### src/design/ts_sec_pkg.sv
// Shared types, constants and the CRC32 byte update for the TS section extractor.
`timescale 1ns / 1ps
`default_nettype none
package ts_sec_pkg;

    // Packet framing
    localparam int PACKET_BYTES      = 188;
    localparam int SECTION_MAX_BYTES = 4096;
    localparam int POS_W             = 8;
    localparam int SIZE_W            = 13;

    localparam logic [7:0]        SYNC_BYTE    = 8'h47;
    localparam logic [POS_W-1:0]  PACKET_LAST  = POS_W'(PACKET_BYTES);
    localparam logic [POS_W-1:0]  PAYLOAD_END  = 8'd188;
    localparam logic [9:0]        OFFSET_LIMIT = 10'd180;
    localparam logic [8:0]        START_CAP    = 9'd183;
    localparam logic [SIZE_W-1:0] SIZE_MAX     = SIZE_W'(SECTION_MAX_BYTES);

    // Header flag bits
    localparam logic [7:0] F_PUSI     = 8'h01;
    localparam logic [7:0] F_AFL_WAIT = 8'h02;
    localparam logic [7:0] F_PTR      = 8'h04;
    localparam logic [7:0] F_STARTED  = 8'h08;

    // Configuration register indexes
    localparam logic CFG_PID_FILTER = 1'b0;
    localparam logic CFG_TABLE_ID   = 1'b1;

    localparam logic [31:0] CRC_POLY = 32'h04C11DB7;
    localparam logic [31:0] CRC_INIT = 32'hFFFFFFFF;

    // One result word
    typedef struct packed {
        logic       valid;
        logic [7:0] data;
        logic       first;
        logic       last;
        logic       crc_ok;
    } t_result;

    // MPEG-2 CRC32, one byte, MSB first
    function automatic logic [31:0] crc_byte(input logic [31:0] crc, input logic [7:0] b);
        logic [31:0] c;
        c = crc ^ {b, 24'h0};
        for (int i = 0; i < 8; i++) begin
            c = c[31] ? ((c << 1) ^ CRC_POLY) : (c << 1);
        end
        return c;
    endfunction

endpackage
`default_nettype wire

### src/design/ts_sec_core.sv
// Per-byte packet parser, section tracker and CRC update.
`timescale 1ns / 1ps
`default_nettype none
module ts_sec_core (
    input  wire logic                i_clk,
    input  wire logic                i_rst_n,
    input  wire logic                i_accept,
    input  wire logic [7:0]          i_data_byte,
    input  wire logic                i_packet_start,
    input  wire logic [12:0]         i_pid_filter,
    input  wire logic [7:0]          i_table_id,
    output ts_sec_pkg::t_result      o_result
);

    logic [ts_sec_pkg::POS_W-1:0]  r_pos, n_pos;
    logic                          r_acc, n_acc;
    logic [7:0]                    r_flags, n_flags;
    logic [ts_sec_pkg::POS_W-1:0]  r_off, n_off;
    logic                          r_active, n_active;
    logic [ts_sec_pkg::SIZE_W-1:0] r_size, n_size;
    logic [ts_sec_pkg::SIZE_W-1:0] r_taken, n_taken;
    logic [31:0]                   r_crc, n_crc;

    logic [ts_sec_pkg::POS_W-1:0]  pos;
    logic [12:0]                   pid;
    logic [8:0]                    afl_off;
    logic [9:0]                    ptr_off;
    logic [8:0]                    cap_pos;
    logic [ts_sec_pkg::SIZE_W-1:0] len_sz;
    logic [31:0]                   crc_upd;
    logic                          last;
    ts_sec_pkg::t_result           res;

    // Position in packet, saturating at the packet length
    always_comb begin
        if (i_packet_start) begin
            pos = '0;
        end else if (r_pos >= ts_sec_pkg::PACKET_LAST) begin
            pos = ts_sec_pkg::PACKET_LAST;
        end else begin
            pos = r_pos + 1'b1;
        end
    end

    assign pid     = {r_flags[4:0], i_data_byte};
    assign afl_off = 9'd5 + {1'b0, i_data_byte};
    assign ptr_off = {2'b00, pos} + 10'd1 + {2'b00, i_data_byte};
    assign cap_pos = {1'b0, r_off} + ts_sec_pkg::START_CAP;
    assign len_sz  = {1'b0, r_size[11:8], i_data_byte} + 13'd3;
    assign crc_upd = ts_sec_pkg::crc_byte(r_crc, i_data_byte);

    // Next state and result for one byte
    always_comb begin
        n_pos    = r_pos;
        n_acc    = r_acc;
        n_flags  = r_flags;
        n_off    = r_off;
        n_active = r_active;
        n_size   = r_size;
        n_taken  = r_taken;
        n_crc    = r_crc;
        last     = 1'b0;
        res      = '0;
        if (i_accept) begin
            n_pos = pos;
            if (pos == '0) begin
                n_acc   = (i_data_byte == ts_sec_pkg::SYNC_BYTE);
                n_flags = '0;
                n_off   = '0;
            end else if (r_acc) begin
                if (pos == 8'd1) begin
                    n_flags = i_data_byte;
                end else if (pos == 8'd2) begin
                    if (pid != i_pid_filter) begin
                        n_acc = 1'b0;
                    end
                    n_flags = r_flags[6] ? ts_sec_pkg::F_PUSI : 8'h00;
                end else if (pos == 8'd3) begin
                    if (i_data_byte[5]) begin
                        n_flags = r_flags | ts_sec_pkg::F_AFL_WAIT;
                    end else begin
                        n_off = 8'd4;
                        if ((r_flags & ts_sec_pkg::F_PUSI) != '0) begin
                            n_flags = r_flags | ts_sec_pkg::F_PTR;
                        end
                    end
                end else if ((r_flags & ts_sec_pkg::F_AFL_WAIT) != '0) begin
                    // adaptation field length byte
                    n_flags = r_flags & ~ts_sec_pkg::F_AFL_WAIT;
                    if ((r_flags & ts_sec_pkg::F_PUSI) != '0) begin
                        if ({1'b0, afl_off} >= ts_sec_pkg::OFFSET_LIMIT) begin
                            n_acc = 1'b0;
                        end else begin
                            n_flags = (r_flags & ~ts_sec_pkg::F_AFL_WAIT) | ts_sec_pkg::F_PTR;
                            n_off   = afl_off[7:0];
                        end
                    end else begin
                        n_off = afl_off[8] ? 8'hFF : afl_off[7:0];
                    end
                end else if (pos < r_off || pos >= ts_sec_pkg::PAYLOAD_END) begin
                    // outside payload
                end else if ((r_flags & ts_sec_pkg::F_PTR) != '0) begin
                    // pointer field
                    if (pos == r_off) begin
                        if (ptr_off >= ts_sec_pkg::OFFSET_LIMIT) begin
                            n_acc = 1'b0;
                        end else begin
                            n_off   = ptr_off[7:0];
                            n_flags = r_flags & ~ts_sec_pkg::F_PTR;
                        end
                    end
                end else if (!r_active) begin
                    // look for the table id
                    if (pos == r_off && i_data_byte == i_table_id) begin
                        n_active   = 1'b1;
                        n_flags    = r_flags | ts_sec_pkg::F_STARTED;
                        n_size     = '0;
                        n_taken    = 13'd1;
                        n_crc      = ts_sec_pkg::crc_byte(ts_sec_pkg::CRC_INIT, i_data_byte);
                        res.valid  = 1'b1;
                        res.data   = i_data_byte;
                        res.first  = 1'b1;
                    end
                end else if ((r_flags & ts_sec_pkg::F_STARTED) != '0 &&
                             {1'b0, pos} >= cap_pos) begin
                    // starting packet cap reached
                end else begin
                    // section body byte
                    n_crc = crc_upd;
                    if (r_taken == 13'd1) begin
                        n_size = {1'b0, i_data_byte[3:0], 8'h00};
                    end else if (r_taken == 13'd2) begin
                        n_size = (len_sz > ts_sec_pkg::SIZE_MAX) ? ts_sec_pkg::SIZE_MAX : len_sz;
                    end
                    n_taken    = r_taken + 1'b1;
                    last       = (r_taken >= 13'd2) && (n_taken >= n_size);
                    res.valid  = 1'b1;
                    res.data   = i_data_byte;
                    res.last   = last;
                    res.crc_ok = last && (crc_upd == '0);
                    if (last) begin
                        n_active = 1'b0;
                        n_acc    = 1'b0;
                    end
                end
            end
        end
    end

    assign o_result = res;

    // State registers
    always_ff @(posedge i_clk) begin
        if (!i_rst_n) begin
            r_pos    <= '0;
            r_acc    <= 1'b0;
            r_flags  <= '0;
            r_off    <= '0;
            r_active <= 1'b0;
            r_size   <= '0;
            r_taken  <= '0;
            r_crc    <= ts_sec_pkg::CRC_INIT;
        end else begin
            r_pos    <= n_pos;
            r_acc    <= n_acc;
            r_flags  <= n_flags;
            r_off    <= n_off;
            r_active <= n_active;
            r_size   <= n_size;
            r_taken  <= n_taken;
            r_crc    <= n_crc;
        end
    end

    // A good CRC verdict only rides on a closing word
    a_crc_on_last: assert property (@(posedge i_clk) disable iff (!i_rst_n)
        res.crc_ok |-> res.last)
        else $error("crc_ok without last_of_section");

    // A section only opens when none is in progress, and it is open afterwards
    a_first_idle: assert property (@(posedge i_clk) disable iff (!i_rst_n)
        res.first |-> (!r_active ##1 r_active))
        else $error("section start while a section is active");

    // Byte count never exceeds the clamp, nor position the packet, while a section is open
    a_taken_cap: assert property (@(posedge i_clk) disable iff (!i_rst_n)
        r_active |-> (r_taken <= ts_sec_pkg::SIZE_MAX && r_pos <= ts_sec_pkg::PACKET_LAST))
        else $error("section byte count or packet position out of range");

endmodule
`default_nettype wire

### src/design/ts_sec_obuf.sv
// Output register with skid stage for the section byte channel.
`timescale 1ns / 1ps
`default_nettype none
module ts_sec_obuf (
    input  wire logic                i_clk,
    input  wire logic                i_rst_n,
    input  wire ts_sec_pkg::t_result i_result,
    output logic                     o_can_take,
    output logic                     o_valid,
    input  wire logic                i_ready,
    output logic [7:0]               o_section_byte,
    output logic                     o_first_of_section,
    output logic                     o_last_of_section,
    output logic                     o_crc_ok
);

    ts_sec_pkg::t_result r_out;
    ts_sec_pkg::t_result r_skid;
    logic                r_out_valid;
    logic                r_skid_valid;
    logic                out_free;

    assign out_free   = !r_out_valid || i_ready;
    assign o_can_take = !r_skid_valid;

    // Valid bits
    always_ff @(posedge i_clk) begin
        if (!i_rst_n) begin
            r_out_valid  <= 1'b0;
            r_skid_valid <= 1'b0;
        end else if (out_free) begin
            r_out_valid  <= r_skid_valid || i_result.valid;
            r_skid_valid <= 1'b0;
        end else if (i_result.valid) begin
            r_skid_valid <= 1'b1;
        end
    end

    // Payload
    always_ff @(posedge i_clk) begin
        if (out_free) begin
            r_out <= r_skid_valid ? r_skid : i_result;
        end else if (i_result.valid) begin
            r_skid <= i_result;
        end
    end

    assign o_valid            = r_out_valid;
    assign o_section_byte     = r_out.data;
    assign o_first_of_section = r_out.first;
    assign o_last_of_section  = r_out.last;
    assign o_crc_ok           = r_out.crc_ok;

    // Skid word never exists without an output word ahead of it
    a_skid_behind: assert property (@(posedge i_clk) disable iff (!i_rst_n)
        r_skid_valid |-> r_out_valid)
        else $error("skid word without output word");

    // A word arriving into a stalled full output goes to the skid stage
    a_skid_fill: assert property (@(posedge i_clk) disable iff (!i_rst_n)
        (r_out_valid && !i_ready && i_result.valid) |=> r_skid_valid)
        else $error("word lost on stall");

endmodule
`default_nettype wire

### src/design/ts_section_extractor_top.sv
// Top level of the transport stream PSI section extractor.
// Usage:
//   Input channel (i_valid / o_ready) carries one stream byte per word with
//   i_packet_start marking the first byte of each 188-byte packet. Packets
//   with sync 0x47 and the configured PID are parsed; adaptation field and
//   pointer field are skipped, and the section starting with the configured
//   table id is passed out byte by byte.
//   Output channel (o_valid / i_ready) carries one section byte per word, with
//   first/last markers and, on the last byte, the CRC32 verdict.
//   Config channel (i_cfg_valid / o_cfg_ready) writes pid_filter (index 0) or
//   table_id (index 1); it is always ready. The user must use it only while
//   idle; the block does not enforce this. Throughput: one input byte per
//   cycle while o_ready is high, set by the per-byte parser and CRC byte
//   update. Section bytes are registered in the output or skid register.
//   Stall: a two-word output stage (register plus skid) holds results; o_ready
//   drops only when both are occupied.
//   Reset: synchronous active low; clears parser state, the CRC to all ones,
//   both config registers to zero and the output stage.
`timescale 1ns / 1ps
`default_nettype none
module ts_section_extractor_top (
    input  wire logic        i_clk,
    input  wire logic        i_rst_n,
    input  wire logic        i_valid,
    output logic             o_ready,
    input  wire logic [7:0]  i_data_byte,
    input  wire logic        i_packet_start,
    output logic             o_valid,
    input  wire logic        i_ready,
    output logic [7:0]       o_section_byte,
    output logic             o_first_of_section,
    output logic             o_last_of_section,
    output logic             o_crc_ok,
    input  wire logic        i_cfg_valid,
    output logic             o_cfg_ready,
    input  wire logic        i_cfg_index,
    input  wire logic [12:0] i_cfg_data
);

    logic [12:0]         r_pid_filter;
    logic [7:0]          r_table_id;
    logic                in_accept;
    logic                can_take;
    ts_sec_pkg::t_result result;

    assign o_cfg_ready = 1'b1;
    assign o_ready     = can_take;
    assign in_accept   = i_valid && can_take;

    // Configuration registers
    always_ff @(posedge i_clk) begin
        if (!i_rst_n) begin
            r_pid_filter <= '0;
            r_table_id   <= '0;
        end else if (i_cfg_valid) begin
            unique case (i_cfg_index)
                ts_sec_pkg::CFG_PID_FILTER: r_pid_filter <= i_cfg_data;
                ts_sec_pkg::CFG_TABLE_ID:   r_table_id   <= i_cfg_data[7:0];
                default: ;
            endcase
        end
    end

    ts_sec_core u_core (
        .i_clk          (i_clk),
        .i_rst_n        (i_rst_n),
        .i_accept       (in_accept),
        .i_data_byte    (i_data_byte),
        .i_packet_start (i_packet_start),
        .i_pid_filter   (r_pid_filter),
        .i_table_id     (r_table_id),
        .o_result       (result)
    );

    ts_sec_obuf u_obuf (
        .i_clk              (i_clk),
        .i_rst_n            (i_rst_n),
        .i_result           (result),
        .o_can_take         (can_take),
        .o_valid            (o_valid),
        .i_ready            (i_ready),
        .o_section_byte     (o_section_byte),
        .o_first_of_section (o_first_of_section),
        .o_last_of_section  (o_last_of_section),
        .o_crc_ok           (o_crc_ok)
    );

endmodule
`default_nettype wire

### config.mk
export PLATFORM = sky130hd
export DESIGN_NAME = ts_section_extractor_top
export DESIGN_NICKNAME = d
export VERILOG_FILES = /design/src/design/ts_sec_pkg.sv /design/src/design/ts_sec_core.sv /design/src/design/ts_sec_obuf.sv /design/src/design/ts_section_extractor_top.sv
export SDC_FILE = /design/constraint.sdc
export NUM_CORES = 1
export LEC_CHECK = 0
export BUFFER_PORTS_ARGS = -buffer_cell sky130_fd_sc_hd__buf_2
export CAP_MARGIN = 20
export CORE_MARGIN = 3
export CORE_UTILIZATION = 60
export DETAILED_ROUTE_END_ITERATION = 7
export GPL_TIMING_DRIVEN = 0
export PLACE_DENSITY_LB_ADDON = 0.12
export RECOVER_POWER = 50
export SLEW_MARGIN = 5
export SYNTH_ARGS = -nofsm -noshare
export SYNTH_HDL_FRONTEND = slang
export SYNTH_SLANG_ARGS = --single-unit
### constraint.sdc
create_clock -name i_clk -period 5.3 [get_ports i_clk]
set_clock_uncertainty 0.05 [all_clocks]
set_input_delay 0.53 -clock i_clk [delete_from_list [all_inputs] [get_ports i_clk]]
set_output_delay 0.53 -clock i_clk [all_outputs]
set_load 0.02 [all_outputs]
==> impl_metrics.ini, run 1 <==
[clocking]
h-tree-depth = 4
cts_setup_buffers = 0
cts_root_buf = clkbuf_16
cts_inserted_buffers = 17
clk_path_buf_depth = 2
cts_tree = built
cts_sinks = 127
cts.clk_slew.worst_paths_ns = 0.06
clk_latency_ns = 0.43

[layout]
layout_commonest_cell = nand2_1
stdcell_area_sq_mm = 0.0108
area_growth_pct = 11.0
final_cell_mix = nand2_1, xnor2_1, dfxtp_1
antenna_cells = 0
drive_above_1_share = 0.0734
nets = 1339

[logic_synthesis]
async_reset_ff_frac = 0
netlist_area_sq_mm = 0.00975
ys_warn_count = 0
yosys.area_share.adder = 0.0739
synth_simple_gate_area_frac = 0.196
synth_compound_gate_area_share = 0.191
synth_edf_count = 22
synth.avg_cell_area_sq_um = 8.14
synth_xor_area_frac = 0.184
syn-instance-count = 1198
synth_top_family_by_area = simple AND/OR/NAND/NOR gates
syn-num-nets = 1283
synth.distinct_cells = 81
synth_ff_type = dfxtp_1
synth-seq-cells = 127
seq_area_frac_synth = 0.283
synthMuxAreaShare = 0.0236

[route]
dr.pass1.iters = 5
wl_per_cell_um = 19.8
wl_um = 29200
antenna_left = 0
vias = 9196
viasPerCell = 6.22
drcViolationCount = 0
drt_iter0_markers = 1014

[power]
peakVddDrop_v = 0.000239
cellLeakagePower_nw = 4.35
p_per_area_mw_per_mm2 = 262
power_mw = 2.83

[grt]
grt_pass1_vias = 8688
grt_max_degree = 17
grtUsageTotal = 0.327
overflow = 0
grt_pass1_wl_um = 46500
antenna_found_initial = 0

[die]
core_area_sq_mm = 0.0155
rows = 45
num_io_pins = 42
die_h_um = 133
dieWidth_um = 133
initial_core_util = 0.627
die_area_sq_mm = 0.0178

[status]
status = finished clean

[setup_path]
critPathMaxFanout = 16
ff2ff_setup_slack_ns = 0.27
worstSetupStartpointType = primary input
crit_type = in2reg
worstPathArrival_ns = 5.30
critPathRequiredTime_ns = 5.55
cp-end-kind = flip-flop

[timing]
slew_violations = 0
timing.final.crit_share = 0.954
rsz0062_at_grt = no
setup_viol = 0
hold_viol = 0
worst_pin_slew_ns = 0.873
clock.fmax_mhz = 198
relSlewSlack = 0.414
hold_ws_ns = 0.285
fin_crit_ns = 5.05

[hold_path]
hp-class = in2reg

[placement]
dp_hpwl_um = 21600
port_buffers = 39
gp_congestion = 0.964
dpl_cell_area_sq_mm = 0.0102

[run]
cap_violations = 0
-- metrics by stage --
stage | util | setup slack, ns | instances | TNS, ns
CTS | 0.698 | 0.144 | 1479 | 0
global route | 0.696 | 0.0254 | 1478 | 0
finish | 0.696 | 0.245 | 1478 | 0
detailed placement | 0.657 | -0.408 | 1448 | -0.786
global placement | 0.657 | -0.393 | 1448 | -0.770
floorplan | - | 1.20 | 1198 | 0
-- report_power, final --
group          switching (mW)  internal [mW]
clock network           0.462          0.835
logic                   0.330          0.204
registers              0.0125          0.991
-- layer usage --
layer | vias up | track usage | part of all wire
met4 | 0 | 0.130 | 0.037
met1 | 4294 | 0.446 | 0.43
li1 | 4342 | - | -
met5 | - | 0 | 0
met2 | 467 | 0.512 | 0.45
met3 | 93 | 0.0638 | 0.087
-- cells in the mapped netlist, drive strengths merged (12+ instances only) --
cell type | n | area share
nand2 | 150 | 0.058
xnor2 | 129 | 0.12
dfxtp | 105 | 0.22
nor2 | 92 | 0.035
a21oi | 82 | 0.042
xor2 | 57 | 0.055
ha | 56 | 0.072
nand3 | 53 | 0.027
clkbuf | 44 | 0.017
inv | 44 | 0.017
o21ai | 39 | 0.020
o211ai | 30 | 0.024
buf | 27 | 0.013
mux2i | 23 | 0.024
edfxtp | 22 | 0.068
a21o | 19 | 0.015
nand4 | 16 | 0.010
nand2b | 14 | 0.0090
a211oi | 13 | 0.010
nor2b | 13 | 0.0083
a31oi | 12 | 0.0083
nor3 | 12 | 0.0062
-- path summary, 6_finish.rpt --
path / cells past startpoint / start / to
hold / removal: 3 / i_cfg_data[12] / r_pid_filter[12]
setup reg to reg: 14 / u_core.r_pos[5] / u_obuf.r_skid[8]
setup / recovery: 19 / i_data_byte[1] / u_obuf.o_crc_ok
hold reg to reg: 2 / u_core.r_size[0] / u_core.r_size[0]
-- final cells by class --
cell class | count | area [sq um]
Clock buffer | 18 | 429
Fill cell | 1342 | 4720
Clock inverter | 14 | 214
Buffer | 69 | 282
Timing Repair Buffer | 39 | 176
Multi-Input combinational cell | 954 | 6520
Tap cell | 211 | 264
Inverter | 46 | 173
Sequential cell | 127 | 2760
-- what timing repair did --
item | CTS | global route
gates resized for setup | 0 | 1
pin swaps | 0 | 0
endpoints found under the setup margin | 2 | 13
hold buffers | 0 | 0
-- state kept, by name (all words and copies together) (netlist names), 6 cells and up --
name and flops:
u_core.r_size 13, r_table_id 8, u_core.r_off 8, u_core.r_pos 8
u_core.r_flags 6, u_obuf.o_section_byte 8, u_core.r_crc 32, u_obuf.r_skid 11
r_pid_filter 13, u_core.r_taken 13
-- cell families after synthesis --
group	Yosys count
AND/OR/NAND/NOR	406
buffers and inverters	117
other	1
multiplexers	23
adder cells (fa/ha/maj)	57
flip-flops	127
AO/OA/AOI/OAI	277
XOR/XNOR	190
-- critical path: stages --
cell and delay [ns]:
clkbuf_2 0.47, inv_1 0.31, ha_1 0.33, and3b_1 0.32, and3_1 0.25, o2bb2ai_1 0.13
a31oi_1 0.11, nor2b_1 0.42, and2_1 0.23, a21oi_1 0.06, ha_1 0.34, nand3_1 0.11
nor2_1 0.12, a21oi_1 0.08, o211ai_1 0.19, o311a_1 0.29, nand3_1 0.34, nor4_2 0.54
a21o_1 0.13
Note: power is estimated with default switching activity, not from simulation.
==> run 2: changes to the inputs <==
--- a/config.mk
+++ b/config.mk
@@ -5,6 +5,7 @@
 export SDC_FILE = /design/constraint.sdc
 export NUM_CORES = 1
 export LEC_CHECK = 0
+export ABC_AREA = 1
 export BUFFER_PORTS_ARGS = -buffer_cell sky130_fd_sc_hd__buf_2
 export CAP_MARGIN = 20
 export CORE_MARGIN = 3
==> run 2 against run 1 <==
Effect of this change:
- cell area down 1.4%
- highest routed layer unchanged
- count of clock-buffer cells in the layout fell by 1
- power shrank 0.21%
- critical endpoint is now u_obuf.r_skid[8]
- first-iteration DRC count rose by 0.79%
- wire length is 2.0% lower
- synthesized cell count increased by 19%
==> impl_metrics.ini, run 2 <==
[layout]
stdcell_area_sq_mm = 0.0107
regArea_sq_mm = 0.00276
multi_input_area_sq_mm = 0.00607
nets = 1565
n_fill_cell = 1452
area_growth_pct = 9.53
final_cell_mix = nand2_1, nor2_1, inv_1
layout_commonest_cell = nand2_1
antenna_cells = 0
fin_util = 0.687
largest_register = u_core.r_crc
largest_register_ffs = 32
drive_above_1_share = 0.0764

[die]
die_area_sq_mm = 0.0178
initial_core_util = 0.627
core_area_sq_mm = 0.0155
num_io_pins = 42
dieWidth_um = 133
die_h_um = 133
rows = 45

[setup_path]
cp.depth = 17
r2r_cells = 17
ff2ff_setup_slack_ns = 0.44
worstSetupStartpointType = flip-flop
worstPathArrival_ns = 4.87
critPathSlowestCell = nor4_1
crit_family = simple AND/OR/NAND/NOR gates
path_cells = ha_1 > nand3_1 > or2_1 > nand3_1 > nand2_1 > inv_1 > ha_1 > nand2_1 > nor4_1 > nand3_1 > nand2_1 > inv_1 > nor2_1 > nand3_2 > buf_6 > clkbuf_1 > nor2_1
critPathBufInv = 4
critical-path-max-stage-delay_ns = 0.89
cp-end-kind = flip-flop
crit_type = reg2reg
critPathRequiredTime_ns = 5.31
critPathMaxFanout = 11

[grt]
overflow = 0
antenna_found_initial = 0
grt_pass1_wl_um = 45700
grt_max_degree = 17
grt_pass1_vias = 8858
grtUsageTotal = 0.323

[timing]
rsz0062_at_grt = no
fin_tns_setup_ns = 0
relSlewSlack = 0.261
fin_crit_ns = 4.86
timing.final.crit_share = 0.916
clock.fmax_mhz = 206
setup_viol = 0
slew_violations = 0
hold_viol = 0
worst_pin_slew_ns = 1.10

[logic_synthesis]
synth_edf_count = 22
syn-num-nets = 1506
yosys.area.top_type = dfxtp_1
seq_area_frac_synth = 0.283
synth-seq-cells = 127
synth_area_leaders = dfxtp_1, nand2_1, xor2_1, ha_1, edfxtp_1
async_reset_ff_frac = 0
yosys-top-cells-count = nand2_1, nor2_1, inv_1
netlist_area_sq_mm = 0.00975
ys_warn_count = 0
syn-instance-count = 1421
synth.most_common_cell = nand2_1
synth.distinct_cells = 57
synth.avg_cell_area_sq_um = 6.86
synthDominantCellAreaShare = 0.216
synth_ff_type = dfxtp_1

[route]
antenna_left = 0
wl_um = 28600
wl_per_cell_um = 16.8
drcViolationCount = 0
vias = 9610
dr.pass1.iters = 6
viasPerCell = 5.64
drt_iter0_markers = 1022

[clocking]
cts_resized = 0
cts_inserted_buffers = 17
clk_path_buf_depth = 2
cts_root_buf = clkbuf_16
hold_buffers = 0
clk_latency_ns = 0.44
cts_setup_buffers = 0
cts_tree = built
cts.clk_slew.worst_paths_ns = 0.07
cts_sinks = 127
h-tree-depth = 4

[hold_path]
hold_depth = 3
hp-class = in2reg

[power]
cellLeakagePower_nw = 5.04
peakVddDrop_v = 0.000254
p_per_area_mw_per_mm2 = 265
power_mw = 2.83

[placement]
port_buffers = 40
dp_hpwl_um = 21600
dpl_cell_area_sq_mm = 0.0102
gp_congestion = 1.02

[status]
status = finished clean

[run]
cap_violations = 0
-- run 2: final timing paths --
check / startpoint / end
worst min register to register: u_core.r_taken[9] / u_core.r_taken[9]
worst min-delay path: i_cfg_data[10] / r_pid_filter[10]
worst max-delay path: u_core.r_pos[0] / u_obuf.r_skid[8]
worst max register to register: u_core.r_pos[0] / u_obuf.r_skid[8]
-- run 2: area by class of cell --
type,instances,share of cell area
multi-input combinational,1091,0.569
sequential,127,0.259
inverter,153,0.0540
clock buffer,17,0.0399
tap,211,0.0247
buffer,50,0.0226
timing repair buffer,40,0.0171
clock inverter,15,0.0137
-- run 2: kinds of logic (layout without fill, tap and decap cells) --
group	Yosys count	in the layout	synth area share
DFF	127	127	0.283
adders and majority gates	57	57	0.0740
buffers and inverters	203	275	0.0856
muxes	1	1	0.00103
other	1	1	0.000385
xor gates and xnor gates	147	147	0.133
AOI/OAI and AO/OA	245	245	0.144
and+or+nand+nor	640	640	0.279
-- run 2: power by group --
part,switching (mW),leakage [nW],internal [mW]
combinational,0.434,3.68,0.215
sequential,0.0182,1.08,1.00
clock,0.503,0.282,0.658
-- run 2: through the flow --
step           std cells  setup slack, ns  hold WS (ns)
6_report            1704            0.444         0.263
5_1_grt             1704            0.161         0.272
4_1_cts             1704            0.723         0.257
3_5_place_dp        1672            0.403         0.410
3_3_place_gp        1672            0.437         0.405
2_1_floorplan       1421             1.71         0.394
-- run 2: worst min-delay path, stage by stage --
cell    delay [ns]
buf_2         0.07
nor2_1        0.03
nor2_1        0.08
-- run 2: per-layer routing --
| layer | part of all wire | global-route usage | vias up |
|---|---|---|---|
| li1 | - | - | 4719 |
| met1 | 0.44 | 0.442 | 4371 |
| met2 | 0.43 | 0.492 | 450 |
| met3 | 0.096 | 0.0846 | 70 |
| met4 | 0.031 | 0.123 | 0 |
| met5 | 0 | 0 | - |
==> run 3: changes to the inputs <==
--- a/config.mk
+++ b/config.mk
@@ -12,7 +12,7 @@
 export CORE_UTILIZATION = 60
 export DETAILED_ROUTE_END_ITERATION = 7
 export GPL_TIMING_DRIVEN = 0
-export PLACE_DENSITY_LB_ADDON = 0.12
+export PLACE_DENSITY = 0.84
 export RECOVER_POWER = 50
 export SLEW_MARGIN = 5
 export SYNTH_ARGS = -nofsm -noshare
==> run 3 against run 2 <==
Effect of this change:
- via count rose by 1.4%
- flip-flop and latch count did not move
- global-route usage rose by 0.30 points
- register-to-register slack got worse by 0.04 ns
- sequential power barely moved
- cell count did not move
- critical path type unchanged
- largest cell class unchanged
- highest routed layer unchanged
==> impl_metrics.ini, run 3 (synthesis results as in run 2) <==
[route]
antenna_left = 0
vias = 9746
dr.pass1.iters = 6
drt_iter0_markers = 1077
wl_um = 29200
wl_per_cell_um = 17.1
drcViolationCount = 0
viasPerCell = 5.72

[placement]
gp_congestion = 1.02
dp_hpwl_um = 21800
place_ws_ns = 0.445
port_buffers = 40
placed_cells = 1672

[die]
num_io_pins = 42
core_area_sq_mm = 0.0155
die_h_um = 133
initial_core_util = 0.627
rows = 45
dieWidth_um = 133
die_area_sq_mm = 0.0178

[clocking]
cts.clk_slew.worst_paths_ns = 0.06
clk_latency_ns = 0.44
h-tree-depth = 4
cts_tree = built
hold_buffers = 0
cts_sinks = 127
cts_resized = 0
cts_setup_buffers = 0
cts_root_buf = clkbuf_16
cts_inserted_buffers = 17
clk_path_buf_depth = 2

[layout]
final_cell_mix = nand2_1, nor2_1, inv_1
layout_commonest_cell = nand2_1
regArea_sq_mm = 0.00276
area_growth_pct = 10.3
largest_register = u_core.r_crc
final_cells = 1704
drive_above_1_share = 0.0777
multi_input_area_sq_mm = 0.00609
nets = 1565
antenna_cells = 0
n_fill_cell = 1395
largest_register_ffs = 32

[setup_path]
crit_type = reg2reg
cp-end-kind = flip-flop
critPathRequiredTime_ns = 5.30
critPathMaxFanout = 11
worstPathArrival_ns = 4.89
cp-startpoint = u_core.r_pos[2]
worstSetupStartpointType = flip-flop
r2r-start = u_core.r_pos[2]

[timing]
slew_violations = 0
fin_tns_setup_ns = 0
hold_viol = 0
hold_ws_ns = 0.270
relSlewSlack = 0.270
fin_crit_ns = 4.90
timing.final.crit_share = 0.924
setup_viol = 0
worst_pin_slew_ns = 1.08
rsz0062_at_grt = no
clock.fmax_mhz = 204
setup_ws_ns = 0.404

[hold_path]
hp-class = in2reg
worstHoldStart = i_cfg_data[11]

[grt]
antenna_found_initial = 0
grt_pass1_wl_um = 46100
grtUsageTotal = 0.327
overflow = 0
grt_max_degree = 17
grt_pass1_vias = 8799

[power]
power_mw = 2.93
power_frac_clock = 0.428
cellLeakagePower_nw = 5.07
internal_power_mw = 1.97
p_sw_frac = 0.327
peakVddDrop_v = 0.000256
p_seq_frac = 0.348
p_per_area_mw_per_mm2 = 273
p_switching_mw = 0.961
power_frac_comb = 0.224

[run]
cap_violations = 0

[status]
status = finished clean
==> run 3: cell types whose count changed in the layout (fill, tap and decap cells not counted), sizes merged <==
cell,previous run,this run
inv,156,155
clkbuf,61,60
clkinvlp,1,0
buf,46,47
bufinv,1,3
==> run 3: per-stage QoR <==
step           instance area (sq um)  utilization
5_1_grt                        10800        0.692
3_3_place_gp                   10200        0.657
3_5_place_dp                   10200        0.657
4_1_cts                        10800        0.697
2_1_floorplan                   9750            -
6_report                       10800        0.692
==> run 3: final timing paths <==
path | to | slack [ns] | depth (start not counted)
hold / removal | r_pid_filter[11] | 0.27 | 3
setup reg to reg | u_obuf.r_skid[1] | 0.40 | 17
hold reg to reg | u_core.r_taken[9] | 0.42 | 2
setup / recovery | u_obuf.r_skid[1] | 0.40 | 17
==> run 3: critical path: stages, from the launching register on <==
cell	delay, ns
dfxtp_1	0.43
nand2_2	0.08
nor2_1	0.27
nand2_1	0.11
xnor2_1	0.14
nand2_1	0.19
inv_1	0.14
ha_1	0.29
nand2_1	0.07
nor4_1	0.92
nand3_1	0.25
nand2_1	0.15
inv_1	0.07
nor2_4	0.15
nand3_1	0.15
buf_6	0.19
buf_2	0.19
nor2_1	0.67
==> run 3: per-layer routing <==
metal	global-route usage	up-vias	wire, um
met5	0	-	0
li1	-	4712	-
met2	0.493	505	12500
met3	0.0668	80	3180
met4	0.124	0	882
met1	0.461	4449	12600
==> run 3: final cells by class <==
class / instances / share of cell area
clock buffer: 17 / 0.0396
timing repair buffer: 40 / 0.0169
sequential: 127 / 0.257
inverter: 153 / 0.0537
clock inverter: 15 / 0.0186
tap: 211 / 0.0246
multi-input combinational: 1091 / 0.566
buffer: 50 / 0.0233
==> run 3: power groups by stage <==
stage                     sequential [mW]  combinational, mW  clock [mW]
final                                1.02              0.658        1.26
after global routing                 1.02              0.716        1.31
after CTS                            1.02              0.647        1.26
after detailed placement             1.04              0.639           0
after global placement               1.04              0.632           0
after floorplan                      1.03              0.474           0
